===== src/rtl/assert_macros.svh =====
// Assertion macros for the RTL file that checks its own behaviour.
`ifndef ASSERT_MACROS_SVH
`define ASSERT_MACROS_SVH

// A property that must hold at every rising edge of i_clk outside reset.
`define ASSERT_CLK(label, prop, msg) \
    label: assert property (@(posedge i_clk) disable iff (!i_rst_n) prop) \
        else $error(msg);

// A condition that must never be true at a rising edge of i_clk outside reset.
`define ASSERT_NEVER(label, expr, msg) \
    `ASSERT_CLK(label, !(expr), msg)

`endif


===== src/rtl/gps_pkg.sv =====
package gps_pkg;

    localparam int WORD_W    = 16;
    localparam int COEFF_W   = 6;
    localparam int IDX_W     = 10;
    localparam int NORM_W    = 19;
    localparam int LD_W      = 4;
    localparam int STATUS_W  = 2;

    localparam int KMAX_512  = 17;
    localparam int KMAX_1024 = 12;
    localparam int CDT512_N  = 2 * KMAX_512;
    localparam int CDT1024_N = 2 * KMAX_1024;

    localparam logic [LD_W-1:0] LD_512  = 4'd9;
    localparam logic [LD_W-1:0] LD_1024 = 4'd10;

    localparam logic [NORM_W-1:0] NORM_BOUND_RST = 19'd16823;

    localparam logic [WORD_W-1:0] CDT_512 [CDT512_N] = '{
        16'd1,     16'd4,     16'd11,    16'd28,    16'd65,    16'd146,
        16'd308,   16'd615,   16'd1164,  16'd2083,  16'd3535,  16'd5692,
        16'd8706,  16'd12669, 16'd17574, 16'd23285, 16'd29542, 16'd35993,
        16'd42250, 16'd47961, 16'd52866, 16'd56829, 16'd59843, 16'd62000,
        16'd63452, 16'd64371, 16'd64920, 16'd65227, 16'd65389, 16'd65470,
        16'd65507, 16'd65524, 16'd65531, 16'd65534
    };

    localparam logic [WORD_W-1:0] CDT_1024 [CDT1024_N] = '{
        16'd2,     16'd8,     16'd28,    16'd94,    16'd280,   16'd742,
        16'd1761,  16'd3753,  16'd7197,  16'd12472, 16'd19623, 16'd28206,
        16'd37329, 16'd45912, 16'd53063, 16'd58338, 16'd61782, 16'd63774,
        16'd64793, 16'd65255, 16'd65441, 16'd65507, 16'd65527, 16'd65533
    };

    typedef enum logic [0:0] {
        CFG_LOG_DEGREE = 1'b0,
        CFG_NORM_BOUND = 1'b1
    } t_cfg_reg;

    typedef enum logic [STATUS_W-1:0] {
        PAIR_NONE = 2'd0,
        PAIR_PASS = 2'd1,
        PAIR_FAIL = 2'd2
    } t_pair_status;

    typedef struct packed {
        logic signed [COEFF_W-1:0] coeff;
        logic                      poly_is_g;
        logic [IDX_W-1:0]          coeff_index;
        logic                      last_of_poly;
        logic                      poly_accepted;
        t_pair_status              pair_status;
    } t_result;

endpackage


===== src/rtl/gps_cdt.sv =====
module gps_cdt
    import gps_pkg::*;
#(
    parameter int MAX_TAIL = 17
) (
    input  logic [WORD_W-1:0]         i_word,
    input  logic                      i_is_1024,
    output logic signed [COEFF_W-1:0] o_coeff
);

    localparam int CNT_W = $clog2(CDT512_N + 1);
    localparam logic signed [COEFF_W:0] TAIL_P = (COEFF_W + 1)'(MAX_TAIL);
    localparam logic signed [COEFF_W:0] TAIL_N = -TAIL_P;

    logic [CDT512_N-1:0]         below_512;
    logic [CDT1024_N-1:0]        below_1024;
    logic [CNT_W-1:0]            cnt;
    logic signed [COEFF_W:0]     kmax;
    logic signed [COEFF_W:0]     diff;
    logic signed [COEFF_W:0]     sat;

    always_comb begin
        for (int k = 0; k < CDT512_N; k++) begin
            below_512[k] = CDT_512[k] < i_word;
        end
        for (int k = 0; k < CDT1024_N; k++) begin
            below_1024[k] = CDT_1024[k] < i_word;
        end
    end

    always_comb begin
        if (i_is_1024) begin
            cnt  = CNT_W'($countones(below_1024));
            kmax = (COEFF_W + 1)'(KMAX_1024);
        end else begin
            cnt  = CNT_W'($countones(below_512));
            kmax = (COEFF_W + 1)'(KMAX_512);
        end
        diff = $signed((COEFF_W + 1)'(cnt)) - kmax;
        if (diff > TAIL_P) begin
            sat = TAIL_P;
        end else if (diff < TAIL_N) begin
            sat = TAIL_N;
        end else begin
            sat = diff;
        end
    end

    assign o_coeff = sat[COEFF_W-1:0];

endmodule


===== src/rtl/gaussian_poly_sampler_norm_check.sv =====
// Gaussian coefficient sampler for f and g polynomials. Every accepted 16-bit random word yields
// exactly one output word via the input and output registers, and one word can be accepted
// in every cycle while the output side is ready. The input register feeds a parallel bank
// of comparators against the cumulative table, whose count, squared coefficient and running
// parity and norm are settled in the same cycle into the output register; that one stage sets
// the rate of one word per cycle. A polynomial of even parity is dropped and sampled again; after
// an accepted g the output word carries the verdict of the pair norm against norm_bound. The
// user must write configuration only while no word is in flight; the block does not check it.
`include "assert_macros.svh"

module gaussian_poly_sampler_norm_check
    import gps_pkg::*;
#(
    parameter int MAX_LOG_DEGREE = 10,
    parameter int MAX_TAIL       = 17
) (
    input  logic              i_clk,
    input  logic              i_rst_n,
    input  logic              i_cfg_we,
    input  logic [0:0]        i_cfg_addr,
    input  logic [NORM_W-1:0] i_cfg_wdata,
    input  logic              s_axis_tvalid,
    output logic              s_axis_tready,
    // [15:0] random_word
    input  logic [15:0]       s_axis_tdata,
    output logic              m_axis_tvalid,
    input  logic              m_axis_tready,
    // [5:0] coeff, [15:6] coeff_index, [16] poly_accepted, [18:17] pair_status, [23:19] zero
    output logic [23:0]       m_axis_tdata,
    // [0] poly_is_g
    output logic              m_axis_tuser,
    output logic              m_axis_tlast
);

    localparam logic [LD_W-1:0] LD_MAX = LD_W'(MAX_LOG_DEGREE);

    logic [LD_W-1:0]   r_log_degree;
    logic [NORM_W-1:0] r_norm_bound;
    logic              r_in_valid;
    logic [WORD_W-1:0] r_word;
    logic              r_out_valid;
    t_result           r_out;
    t_result           n_out;
    logic              r_sampling_g;
    logic              n_sampling_g;
    logic [IDX_W-1:0]  r_index;
    logic [IDX_W-1:0]  n_index;
    logic              r_parity;
    logic              n_parity;
    logic [NORM_W-1:0] r_norm;
    logic [NORM_W-1:0] n_norm;
    logic [NORM_W-1:0] r_f_norm;
    logic [NORM_W-1:0] n_f_norm;

    logic                      advance;
    logic [LD_W-1:0]           ld_lo;
    logic [LD_W-1:0]           ld_eff;
    logic                      is_1024;
    logic [IDX_W-1:0]          last_idx;
    logic signed [COEFF_W-1:0] coeff;
    logic signed [2*COEFF_W-1:0] prod;
    logic [NORM_W-1:0]         new_norm;
    logic                      new_par;
    logic                      last;
    logic [NORM_W:0]           pair_sum;

    always_ff @(posedge i_clk) begin
        if (!i_rst_n) begin
            r_log_degree <= LD_512;
            r_norm_bound <= NORM_BOUND_RST;
        end else if (i_cfg_we) begin
            unique case (t_cfg_reg'(i_cfg_addr))
                CFG_LOG_DEGREE: r_log_degree <= i_cfg_wdata[LD_W-1:0];
                CFG_NORM_BOUND: r_norm_bound <= i_cfg_wdata;
                default: ;
            endcase
        end
    end

    assign advance       = r_in_valid && (!r_out_valid || m_axis_tready);
    assign s_axis_tready = !r_in_valid || advance;

    always_ff @(posedge i_clk) begin
        if (!i_rst_n) begin
            r_in_valid <= 1'b0;
        end else if (s_axis_tready) begin
            r_in_valid <= s_axis_tvalid;
        end
    end

    always_ff @(posedge i_clk) begin
        if (s_axis_tready && s_axis_tvalid) begin
            r_word <= s_axis_tdata;
        end
    end

    always_comb begin
        ld_lo    = (r_log_degree < LD_512) ? LD_512 : r_log_degree;
        ld_eff   = (ld_lo > LD_MAX) ? LD_MAX : ld_lo;
        is_1024  = ld_eff == LD_1024;
        last_idx = is_1024 ? {IDX_W{1'b1}} : {1'b0, {(IDX_W - 1){1'b1}}};
    end

    gps_cdt #(
        .MAX_TAIL(MAX_TAIL)
    ) u_cdt (
        .i_word   (r_word),
        .i_is_1024(is_1024),
        .o_coeff  (coeff)
    );

    always_comb begin
        prod     = coeff * coeff;
        new_norm = r_norm + NORM_W'(prod[8:0]);
        new_par  = r_parity ^ coeff[0];
        last     = r_index >= last_idx;
        pair_sum = {1'b0, r_f_norm} + {1'b0, new_norm};

        n_out.coeff         = coeff;
        n_out.poly_is_g     = r_sampling_g;
        n_out.coeff_index   = r_index;
        n_out.last_of_poly  = last;
        n_out.poly_accepted = last && new_par;
        n_out.pair_status   = PAIR_NONE;

        n_sampling_g = r_sampling_g;
        n_f_norm     = r_f_norm;
        if (last) begin
            n_index  = '0;
            n_parity = 1'b0;
            n_norm   = '0;
            if (new_par) begin
                if (r_sampling_g) begin
                    n_out.pair_status = (pair_sum < {1'b0, r_norm_bound}) ? PAIR_PASS
                                                                          : PAIR_FAIL;
                    n_sampling_g = 1'b0;
                    n_f_norm     = '0;
                end else begin
                    n_sampling_g = 1'b1;
                    n_f_norm     = new_norm;
                end
            end
        end else begin
            n_index  = r_index + 1'b1;
            n_parity = new_par;
            n_norm   = new_norm;
        end
    end

    always_ff @(posedge i_clk) begin
        if (!i_rst_n) begin
            r_sampling_g <= 1'b0;
            r_index      <= '0;
            r_parity     <= 1'b0;
            r_norm       <= '0;
            r_f_norm     <= '0;
        end else if (advance) begin
            r_sampling_g <= n_sampling_g;
            r_index      <= n_index;
            r_parity     <= n_parity;
            r_norm       <= n_norm;
            r_f_norm     <= n_f_norm;
        end
    end

    always_ff @(posedge i_clk) begin
        if (!i_rst_n) begin
            r_out_valid <= 1'b0;
        end else if (advance) begin
            r_out_valid <= 1'b1;
        end else if (m_axis_tready) begin
            r_out_valid <= 1'b0;
        end
    end

    always_ff @(posedge i_clk) begin
        if (advance) begin
            r_out <= n_out;
        end
    end

    assign m_axis_tvalid = r_out_valid;
    assign m_axis_tdata  = {5'b0, r_out.pair_status, r_out.poly_accepted,
                            r_out.coeff_index, r_out.coeff};
    assign m_axis_tuser  = r_out.poly_is_g;
    assign m_axis_tlast  = r_out.last_of_poly;

    `ASSERT_CLK(a_status_on_accepted_g,
        (m_axis_tvalid && r_out.pair_status != PAIR_NONE) |->
            (r_out.last_of_poly && r_out.poly_accepted && r_out.poly_is_g),
        "pair verdict outside the final word of an accepted g")

    `ASSERT_NEVER(a_accept_not_last,
        m_axis_tvalid && r_out.poly_accepted && !r_out.last_of_poly,
        "polynomial accepted before its final word")

    `ASSERT_CLK(a_pair_restarts_f,
        (advance && last && new_par && r_sampling_g) |=> (!r_sampling_g && r_f_norm == '0),
        "sampling did not restart at f after a pair verdict")

    `ASSERT_NEVER(a_index_restart,
        advance && last && n_index != '0,
        "coefficient index not cleared at the end of a polynomial")

endmodule


===== config.mk =====
export PLATFORM = sky130hd
export DESIGN_NAME = gaussian_poly_sampler_norm_check
export DESIGN_NICKNAME = d
export VERILOG_FILES = /design/src/rtl/gps_pkg.sv /design/src/rtl/gps_cdt.sv /design/src/rtl/gaussian_poly_sampler_norm_check.sv
export VERILOG_INCLUDE_DIRS = /design/src /design/src/rtl
export SDC_FILE = /design/constraint.sdc
export NUM_CORES = 1
export LEC_CHECK = 0
export BUFFER_PORTS_ARGS = -buffer_cell sky130_fd_sc_hd__buf_2
export CAP_MARGIN = 20
export CELL_PAD_IN_SITES_DETAIL_PLACEMENT = 1
export CELL_PAD_IN_SITES_GLOBAL_PLACEMENT = 2
export CORE_UTILIZATION = 30
export CTS_BUF_LIST = sky130_fd_sc_hd__clkbuf_4 sky130_fd_sc_hd__clkbuf_8
export DETAILED_ROUTE_END_ITERATION = 10
export GPL_TIMING_DRIVEN = 0
export PLACE_DENSITY_LB_ADDON = 0.25
export SLEW_MARGIN = 20
export SYNTH_ARGS = -nofsm -noshare
export SYNTH_HDL_FRONTEND = slang
export SYNTH_HIERARCHICAL = 1
export SYNTH_SLANG_ARGS = --single-unit

===== constraint.sdc =====
create_clock -name i_clk -period 28.8 [get_ports i_clk]
set_input_delay 2.88 -clock i_clk [delete_from_list [all_inputs] [get_ports i_clk]]
set_output_delay 2.88 -clock i_clk [all_outputs]
set_load 0.03 [all_outputs]

==> impl_metrics.ini, run 1 <==
[layout]
final_area_um2 = 10600
syn2layout_area_growth_pct = 10.9
nFillCells = 3773
finalNonFillerCells = 1619
nets = 1384
multiInputGateArea_um2 = 6330
final_common_cell = nand2_1
num_antenna_cells = 0
final_cell_mix = nand2_1, inv_1, nor2_1
drive_gt1_frac = 0.0912
ff_latch_area_um2 = 2590

[floorplanning]
coreArea_um2 = 31500
rows = 65
start_util = 0.305
pin_count = 69
fp.dieW_um = 181
dieArea_um2 = 32700
fp.dieH_um = 181

[synthesis]
synth_area_um2 = 9590
synth_area_leaders = dfxtp_1, fa_1, edfxtp_1, ha_1, a21oi_1
yosysTopAreaCell = dfxtp_1
synthCells = 1134
syn-mean-instance-area_um2 = 8.46
synth_cell_types = 77
ys_seq_elements = 111
synthArstFlopShare = 0
synth_warnings = 6
synth_top_area_share = 0.154
ys_seq_area_frac = 0.270
synthFlopType = dfxtp_1
synth_edf_count = 37

[worst_setup_path]
crit_slowest_cell = a2111oi_0
max_stage_delay_ns = 0.67
crit_path_start_kind = flip-flop
worstSetupPathType = reg2reg
worstPathRequired_ns = 28.93
critPathArrivalTime_ns = 16.09
worstSetupEndpointType = flip-flop
reg2reg_slack_ns = 12.84
crit_fanout = 10
crit_top_cell = fa_1

[placement]
dpl.hpwl_um = 23400
placed_area_um2 = 10400
io_buffers = 62
gp_congestion = 0.877
numPlacedInstances = 1603

[routing]
routed_wirelength_um = 28700
drc = 0
met1Wirelength_um = 13400
drtAntennaViolNets = 0
top_layer = met4
drt-vias-per-instance = 5.09
wl_per_cell_um = 17.7
vias = 8236
dr_wl_met2_um = 14200
drt_iter0_drc = 291
drt_pass1_iterations = 4
met3_length_um = 607

[clock_network]
clkTransAtPathRegs_ns = 0.13
clock_path_buffers = 2
numCtsBuffers = 9
clk_latency_ns = 0.41
holdBufCountCts = 0
cts_resized = 0
cts_tree = yes
htree_levels = 3
clock-root-buffer = clkbuf_8
post_cts_buffers = 0
cts_num_sinks = 111

[sta]
finalHoldViolations = 0
rsz0062_at_grt = no
setup_tns_ns = 0
final.setup_skew_ns = 0.0254
fin_crit_sh = 0.554
worst_pin_slew_ns = 1.05
drv_slew = 0
finalSetupViolCount = 0
min_period_ns = 15.96
relSlewSlack = 0.283
fmax_mhz = 62.6

[global_routing]
grt_overflow = 0
grt_max_degree = 27
track_usage = 0.184
grt_pass1_wl_um = 47600
antenna_found_initial = 0
grt_pass1_vias = 8737

[outcome]
outcome = finished clean

[worst_hold_path]
hold_path.class = reg2reg

[flow_run]
max_cap_viol_count = 0
[worst paths after layout]
kind	startpoint	to	depth (start not counted)
max	r_word[4]$_DFFE_PP_	m_axis_tdata[18]$_SDFFCE_PN0P_	56
min	r_sampling_g$_SDFFE_PN0P_	m_axis_tuser$_DFFE_PP_	0
max reg2reg	r_word[4]$_DFFE_PP_	m_axis_tdata[18]$_SDFFCE_PN0P_	56
min reg2reg	r_sampling_g$_SDFFE_PN0P_	m_axis_tuser$_DFFE_PP_	0
[area by class of cell]
| class | count | area share |
|---|---|---|
| buffer | 63 | 0.0248 |
| sequential | 111 | 0.244 |
| multi-input combinational | 851 | 0.595 |
| clock inverter | 7 | 0.00623 |
| inverter | 113 | 0.0399 |
| tap | 402 | 0.0473 |
| clock buffer | 9 | 0.0116 |
| timing repair buffer | 63 | 0.0311 |
[cell families after synthesis]
family                     count (synthesis)  synth area share
and+or+nand+nor                          350             0.172
muxes                                     11            0.0120
buffers and inverters                    176            0.0716
AOI/OAI and AO/OA                        294             0.202
xor gates and xnor gates                  59            0.0547
adders and majority gates                132             0.217
other                                      1          0.000391
DFF                                      111             0.270
[synthesized netlist by cell type (8+ instances only)]
library cell,n
inv_1,111
a21oi_1,89
o21ai_0,43
a211oi_1,14
o211ai_1,18
a22o_1,14
dfxtp_1,74
a21o_1,21
nor2_1,90
nand2_1,114
xnor2_1,36
and2_1,8
ha_1,73
nand3_1,41
nor3_1,18
edfxtp_1,37
fa_1,58
clkbuf_1,45
nor2b_1,11
and3_1,10
a31oi_1,17
or3_1,11
nand4_1,11
o21ai_1,10
o21bai_1,12
mux2i_1,10
xor2_1,22
[critical path: cells and delay by family, from the launching register on]
| family | cells | cell delay, ns |
|---|---|---|
| buf+inv | 10 | 1.05 |
| flops | 1 | 0.37 |
| compound gates | 17 | 4.60 |
| simple gates | 8 | 1.64 |
| fa+ha+maj | 16 | 6.87 |
| mux | 1 | 0.36 |
| xor+xnor | 4 | 0.80 |
[metal layers]
| metal | vias up | track usage |
|---|---|---|
| met5 | - | 0 |
| met4 | 0 | 0.0499 |
| met3 | 26 | 0.0208 |
| met2 | 75 | 0.325 |
| met1 | 4050 | 0.236 |
| li1 | 4085 | - |
[stage by stage]
step / hold WS, ns / setup slack [ns] / utilization
after floorplan: 0.406 / 15.05 / -
after global placement: 0.424 / 12.18 / 0.331
after detailed placement: 0.422 / 12.63 / 0.332
after CTS: 0.452 / 12.56 / 0.338
after global routing: 0.461 / 11.43 / 0.338
final: 0.451 / 12.84 / 0.338
[state kept, by name (all words and copies together) (netlist names), 3 cells and up]
register,flops
m_axis_tdata,19
r_f_norm,19
r_index,10
r_log_degree,3
r_norm,19
r_norm_bound,19
r_word,16
Power of run 1 is left out: the tool's default activity adds up to more than one toggle a clock period on the data nets, which glitch-free logic cannot reach.
==> run 2: changes to the inputs <==
Clock period 28.8 ns to 14.2 ns, I/O delays scaled along.
==> run 2 against run 1 <==
- register-to-register slack worse by 13 ns
- die area stayed put
- final area is 11% higher
- critical path type unchanged
- largest cell class unchanged
==> impl_metrics.ini, run 2 (synthesis gave the netlist of run 1 again) <==
[layout]
syn2layout_area_growth_pct = 23.6
final_area_um2 = 11900
finalNonFillerCells = 1665
final_common_cell = nand2_1
num_antenna_cells = 0
nets = 1430
nFillCells = 3681
final_cell_mix = nand2_1, inv_1, a21oi_1, nor2_1, dfxtp_1
drive_gt1_frac = 0.239

[worst_setup_path]
crit_fanout = 6
crit_top_cell = fa_1
worstSetupPathType = reg2reg
max_stage_delay_ns = 0.55
crit_slowest_cell = fa_2
worstPathRequired_ns = 14.36
critPathArrivalTime_ns = 14.13
worstSetupEndpointType = flip-flop
crit_path_start_kind = flip-flop

[routing]
routed_wirelength_um = 30200
drc = 0
vias = 8547
drt_pass1_iterations = 5
wl_per_cell_um = 18.2
drt-vias-per-instance = 5.13
drtAntennaViolNets = 0
drt_iter0_drc = 409

[floorplanning]
coreArea_um2 = 31500
rows = 65
pin_count = 69
start_util = 0.305
fp.dieW_um = 181
fp.dieH_um = 181
dieArea_um2 = 32700

[sta]
fin_ws_ns = 0.230
finalHoldViolations = 0
min_period_ns = 13.97
finalSetupViolCount = 0
worst_pin_slew_ns = 1.07
rsz0062_at_grt = yes
drv_slew = 0
fmax_mhz = 71.6
relSlewSlack = 0.265
final.setup_skew_ns = 0.0311
fin_crit_sh = 0.984

[clock_network]
htree_levels = 3
numCtsBuffers = 9
clock_path_buffers = 2
clkTransAtPathRegs_ns = 0.14
holdBufCountCts = 0
cts_tree = yes
clock-root-buffer = clkbuf_8
clk_latency_ns = 0.42
cts_num_sinks = 111

[flow_run]
max_cap_viol_count = 0

[global_routing]
grt_pass1_wl_um = 48800
grt_overflow = 0
track_usage = 0.189
grt_pass1_vias = 9009
grt_max_degree = 27
antenna_found_initial = 0

[worst_hold_path]
hold_path.class = reg2reg

[placement]
gp_congestion = 0.877
place_ws_ns = -1.97
dpl.hpwl_um = 23400
numPlacedInstances = 1603
io_buffers = 62
placed_area_um2 = 10400

[outcome]
outcome = finished clean
==> run 2: cell count changes in the layout (fill, tap and decap cells not counted), moves of 10 or more <==
cell      previous run  this run
inv_1              111       100
a21oi_1             89        79
inv_2                1        12
xnor2_1             36        24
nor2_1              90        79
clkbuf_1            44        26
ha_4                 0        12
ha_1                73        57
clkbuf_2             1        11
buf_4                5        61
==> run 2: timing repair <==
action,4_1_cts,5_1_grt
gates resized for setup,99,90
pin swaps,41,55
endpoints found under the setup margin,2,2
buffers inserted,31,25
gates cloned,0,0
==> run 2: critical path, delay by kind of cell, from the launching register on <==
family	cells	cell delay, ns
XOR/XNOR	3	0.45
buffers and inverters	8	0.37
AND/OR/NAND/NOR	11	1.82
adder cells (fa/ha/maj)	17	7.16
flip-flops	1	0.44
multiplexers	2	0.33
AO/OA/AOI/OAI	16	3.12
==> run 2: final cells by class <==
class,instances,area [um^2],area share
multi-input cells,851,7140,0.602
flip-flops and latches,111,2590,0.219
repair buffers,119,754,0.0636
well taps,402,503,0.0424
inverters,113,425,0.0359
plain buffers,53,248,0.0209
clock buffers,9,124,0.0104
clock inverters,7,66.3,0.00559
==> run 2: metal layers <==
layer  share of wire  global-route usage
met1            0.45               0.239
met4           0.015              0.0489
met3           0.021              0.0202
met5               0                   0
met2            0.51               0.339
==> run 2: path summary, 6_finish.rpt <==
check                              endpoint                      start  depth (start not counted)  slack [ns]
max          m_axis_tdata[18]$_SDFFCE_PN0P_        r_word[2]$_DFFE_PP_                         57        0.23
min                  m_axis_tuser$_DFFE_PP_  r_sampling_g$_SDFFE_PN0P_                          0        0.45
max reg2reg  m_axis_tdata[18]$_SDFFCE_PN0P_        r_word[2]$_DFFE_PP_                         57        0.23
min reg2reg          m_axis_tuser$_DFFE_PP_  r_sampling_g$_SDFFE_PN0P_                          0        0.45
==> run 2: metrics by stage <==
| step | utilization | hold WS, ns | TNS, ns |
|---|---|---|---|
| 6_report | 0.377 | 0.452 | 0 |
| 5_1_grt | 0.377 | 0.461 | -0.651 |
| 4_1_cts | 0.359 | 0.452 | 0 |
| 3_5_place_dp | 0.332 | 0.422 | -3.90 |
| 3_3_place_gp | 0.331 | 0.424 | -4.79 |
| 2_1_floorplan | - | 0.406 | 0 |
Power of run 2 is left out for the same reason.
==> run 3: changes to the inputs <==
Settings changed: ABC_AREA from default to 1.
==> run 3 against run 2 <==
- final area fell by 2.5%
- clock-buffer cell count rose by 1
- first-iteration DRC count rose by 3.2%
- via count rose by 5.2%
- synthesized cell count rose by 16%
- sequential share of layout area rose by 0.55 points
- utilization fell by 1.4 points
- cell count rose by 12%
- setup slack improved by 0.53 ns
- critical path depth rose by 8
- critical endpoint is now m_axis_tdata[17]$_SDFFCE_PN0P_
- flip-flop and latch count did not move
==> impl_metrics.ini, run 3 <==
[synthesis]
synthFlopType = dfxtp_1
ys_seq_area_frac = 0.264
syn-mean-instance-area_um2 = 7.45
synth_area_um2 = 9810
synth_edf_count = 37
ys_seq_elements = 111
synth_warnings = 6
synth_area_leaders = dfxtp_1, fa_1, nand2_1, edfxtp_1, ha_1
synth_top_area_share = 0.151
yosysMostFrequentCell = nand2_1
synth_cell_types = 55
synth_common_cells = nand2_1, inv_1, a21oi_1
synthArstFlopShare = 0
yosysTopAreaCell = dfxtp_1
synthCells = 1318

[sta]
setup_tns_ns = 0
drv_slew = 0
final.setup_skew_ns = 0.0215
worst_pin_slew_ns = 0.968
finalHoldViolations = 0
fin_ws_ns = 0.761
fin_crit_sh = 0.946
min_period_ns = 13.44
fmax_mhz = 74.4
relSlewSlack = 0.354
finalSetupViolCount = 0

[floorplanning]
coreArea_um2 = 31900
dieArea_um2 = 33400
rows = 65
fp.dieW_um = 183
pin_count = 69
fp.dieH_um = 183
start_util = 0.308

[clock_network]
numCtsBuffers = 9
cts_tree = yes
clk_latency_ns = 0.41
clkTransAtPathRegs_ns = 0.12
clock-root-buffer = clkbuf_8
htree_levels = 3
cts_num_sinks = 111
holdBufCountCts = 0
clock_path_buffers = 2

[flow_run]
max_cap_viol_count = 0

[worst_setup_path]
worstPathRequired_ns = 14.36
worstSetupPathType = reg2reg
crit_slowest_cell = edfxtp_1
r2r-end = m_axis_tdata[17]$_SDFFCE_PN0P_
critPathArrivalTime_ns = 13.60
rr_worst_depth = 65
max_stage_delay_ns = 0.57
worstSetupEndpointType = flip-flop
reg2reg_slack_ns = 0.76
crit_fanout = 8
rr_startpoint = r_word[3]$_DFFE_PP_
crit_path_start_kind = flip-flop
crit_top_cell = inv_1

[global_routing]
grt_overflow = 0
grt_pass1_wl_um = 49400
track_usage = 0.189
grt_max_degree = 24
antenna_found_initial = 1
grt_pass1_vias = 9235

[layout]
nets = 1595
drive_gt1_frac = 0.170
final_cell_mix = nand2_1, inv_1, a21oi_1
final_common_cell = nand2_1
syn2layout_area_growth_pct = 17.8
final_core_util = 0.363
nFillCells = 3992

[worst_hold_path]
holdPathStages = 2
hold_path.class = reg2reg
hold_end = r_norm_bound[16]$_SDFFE_PN0P_
hold_start = r_norm_bound[16]$_SDFFE_PN0P_

[routing]
drt_pass1_iterations = 5
routed_wirelength_um = 30800
vias = 8993
drc = 0
wl_per_cell_um = 16.5
drt-vias-per-instance = 4.82
drt_iter0_drc = 422
drtAntennaViolNets = 0

[placement]
gp_congestion = 0.935
io_buffers = 62
dpl.hpwl_um = 25400
place_ws_ns = -0.431

[outcome]
outcome = finished clean
## run 3: cell count changes after synthesis, moves of 14 or more
cell      before  now
a21oi_1       89  106
a22o_1        14    0
clkbuf_1      45   12
inv_1        111  212
nand2_1      114  297
nand3_1       41   70
xnor2_1       36   14
## run 3: metrics by stage
step           cell area (um^2)  cells  hold WS (ns)
2_1_floorplan              9830   1322         0.423
3_3_place_gp              10700   1819         0.446
3_5_place_dp              10700   1819         0.449
4_1_cts                   10900   1837         0.478
5_1_grt                   11600   1863         0.497
6_report                  11600   1864         0.472
## run 3: final cells by class
class / instances / area [um^2] / share of cell area
inverters: 223 / 842 / 0.0728
clock inverters: 6 / 51.3 / 0.00444
flip-flops and latches: 111 / 2590 / 0.224
multi-input cells: 957 / 6700 / 0.579
diodes: 1 / 2.50 / 0.000216
repair buffers: 90 / 520 / 0.0450
well taps: 435 / 544 / 0.0471
clock buffers: 10 / 131 / 0.0114
plain buffers: 31 / 183 / 0.0158
## run 3: kinds of logic (layout without fill, tap and decap cells)
logic type,after synthesis,after routing,share of synthesized area
and+or+nand+nor,546,546,0.244
buffers and inverters,254,360,0.103
AOI/OAI and AO/OA,237,237,0.141
adders and majority gates,131,131,0.211
DFF,111,111,0.264
xor gates and xnor gates,38,38,0.0354
other,1,6,0.000382
## run 3: metal layers
layer	GRT usage	vias up	wire [um]
met2	0.327	117	15000
met1	0.248	4357	14500
li1	-	4485	-
met5	0	-	0
met4	0.0487	0	463
met3	0.0238	34	852
## run 3: how the worst max path moves through the flow
stage                   startpoint                             end  slack [ns]  cells after the start
2_1_floorplan  r_word[7]$_DFFE_PP_  m_axis_tdata[17]$_SDFFCE_PN0P_        1.67                     72
3_3_place_gp   r_word[7]$_DFFE_PP_  m_axis_tdata[18]$_SDFFCE_PN0P_       -0.58                     64
3_5_place_dp   r_word[7]$_DFFE_PP_  m_axis_tdata[17]$_SDFFCE_PN0P_       -0.43                     68
4_1_cts        r_word[7]$_DFFE_PP_  m_axis_tdata[17]$_SDFFCE_PN0P_        0.02                     74
5_1_grt        r_word[1]$_DFFE_PP_  m_axis_tdata[17]$_SDFFCE_PN0P_       -0.07                     72
6_report       r_word[3]$_DFFE_PP_  m_axis_tdata[17]$_SDFFCE_PN0P_        0.76                     65
## run 3: what timing repair did
action,4_1_cts,5_1_grt
gates resized for setup,10,99
setup buffers,2,26
endpoints found under the setup margin,2,2
hold endpoints to repair,0,0
pin swaps,1,28
## run 3: worst max-delay path, delay by kind of cell, from the launching register on
kind / cells / cell delay, ns
DFF: 1 / 0.57
and+or+nand+nor: 24 / 2.58
xor gates and xnor gates: 3 / 0.69
adders and majority gates: 16 / 6.58
AOI/OAI and AO/OA: 8 / 1.73
buffers and inverters: 14 / 0.99
Power of run 3 is left out for the same reason.
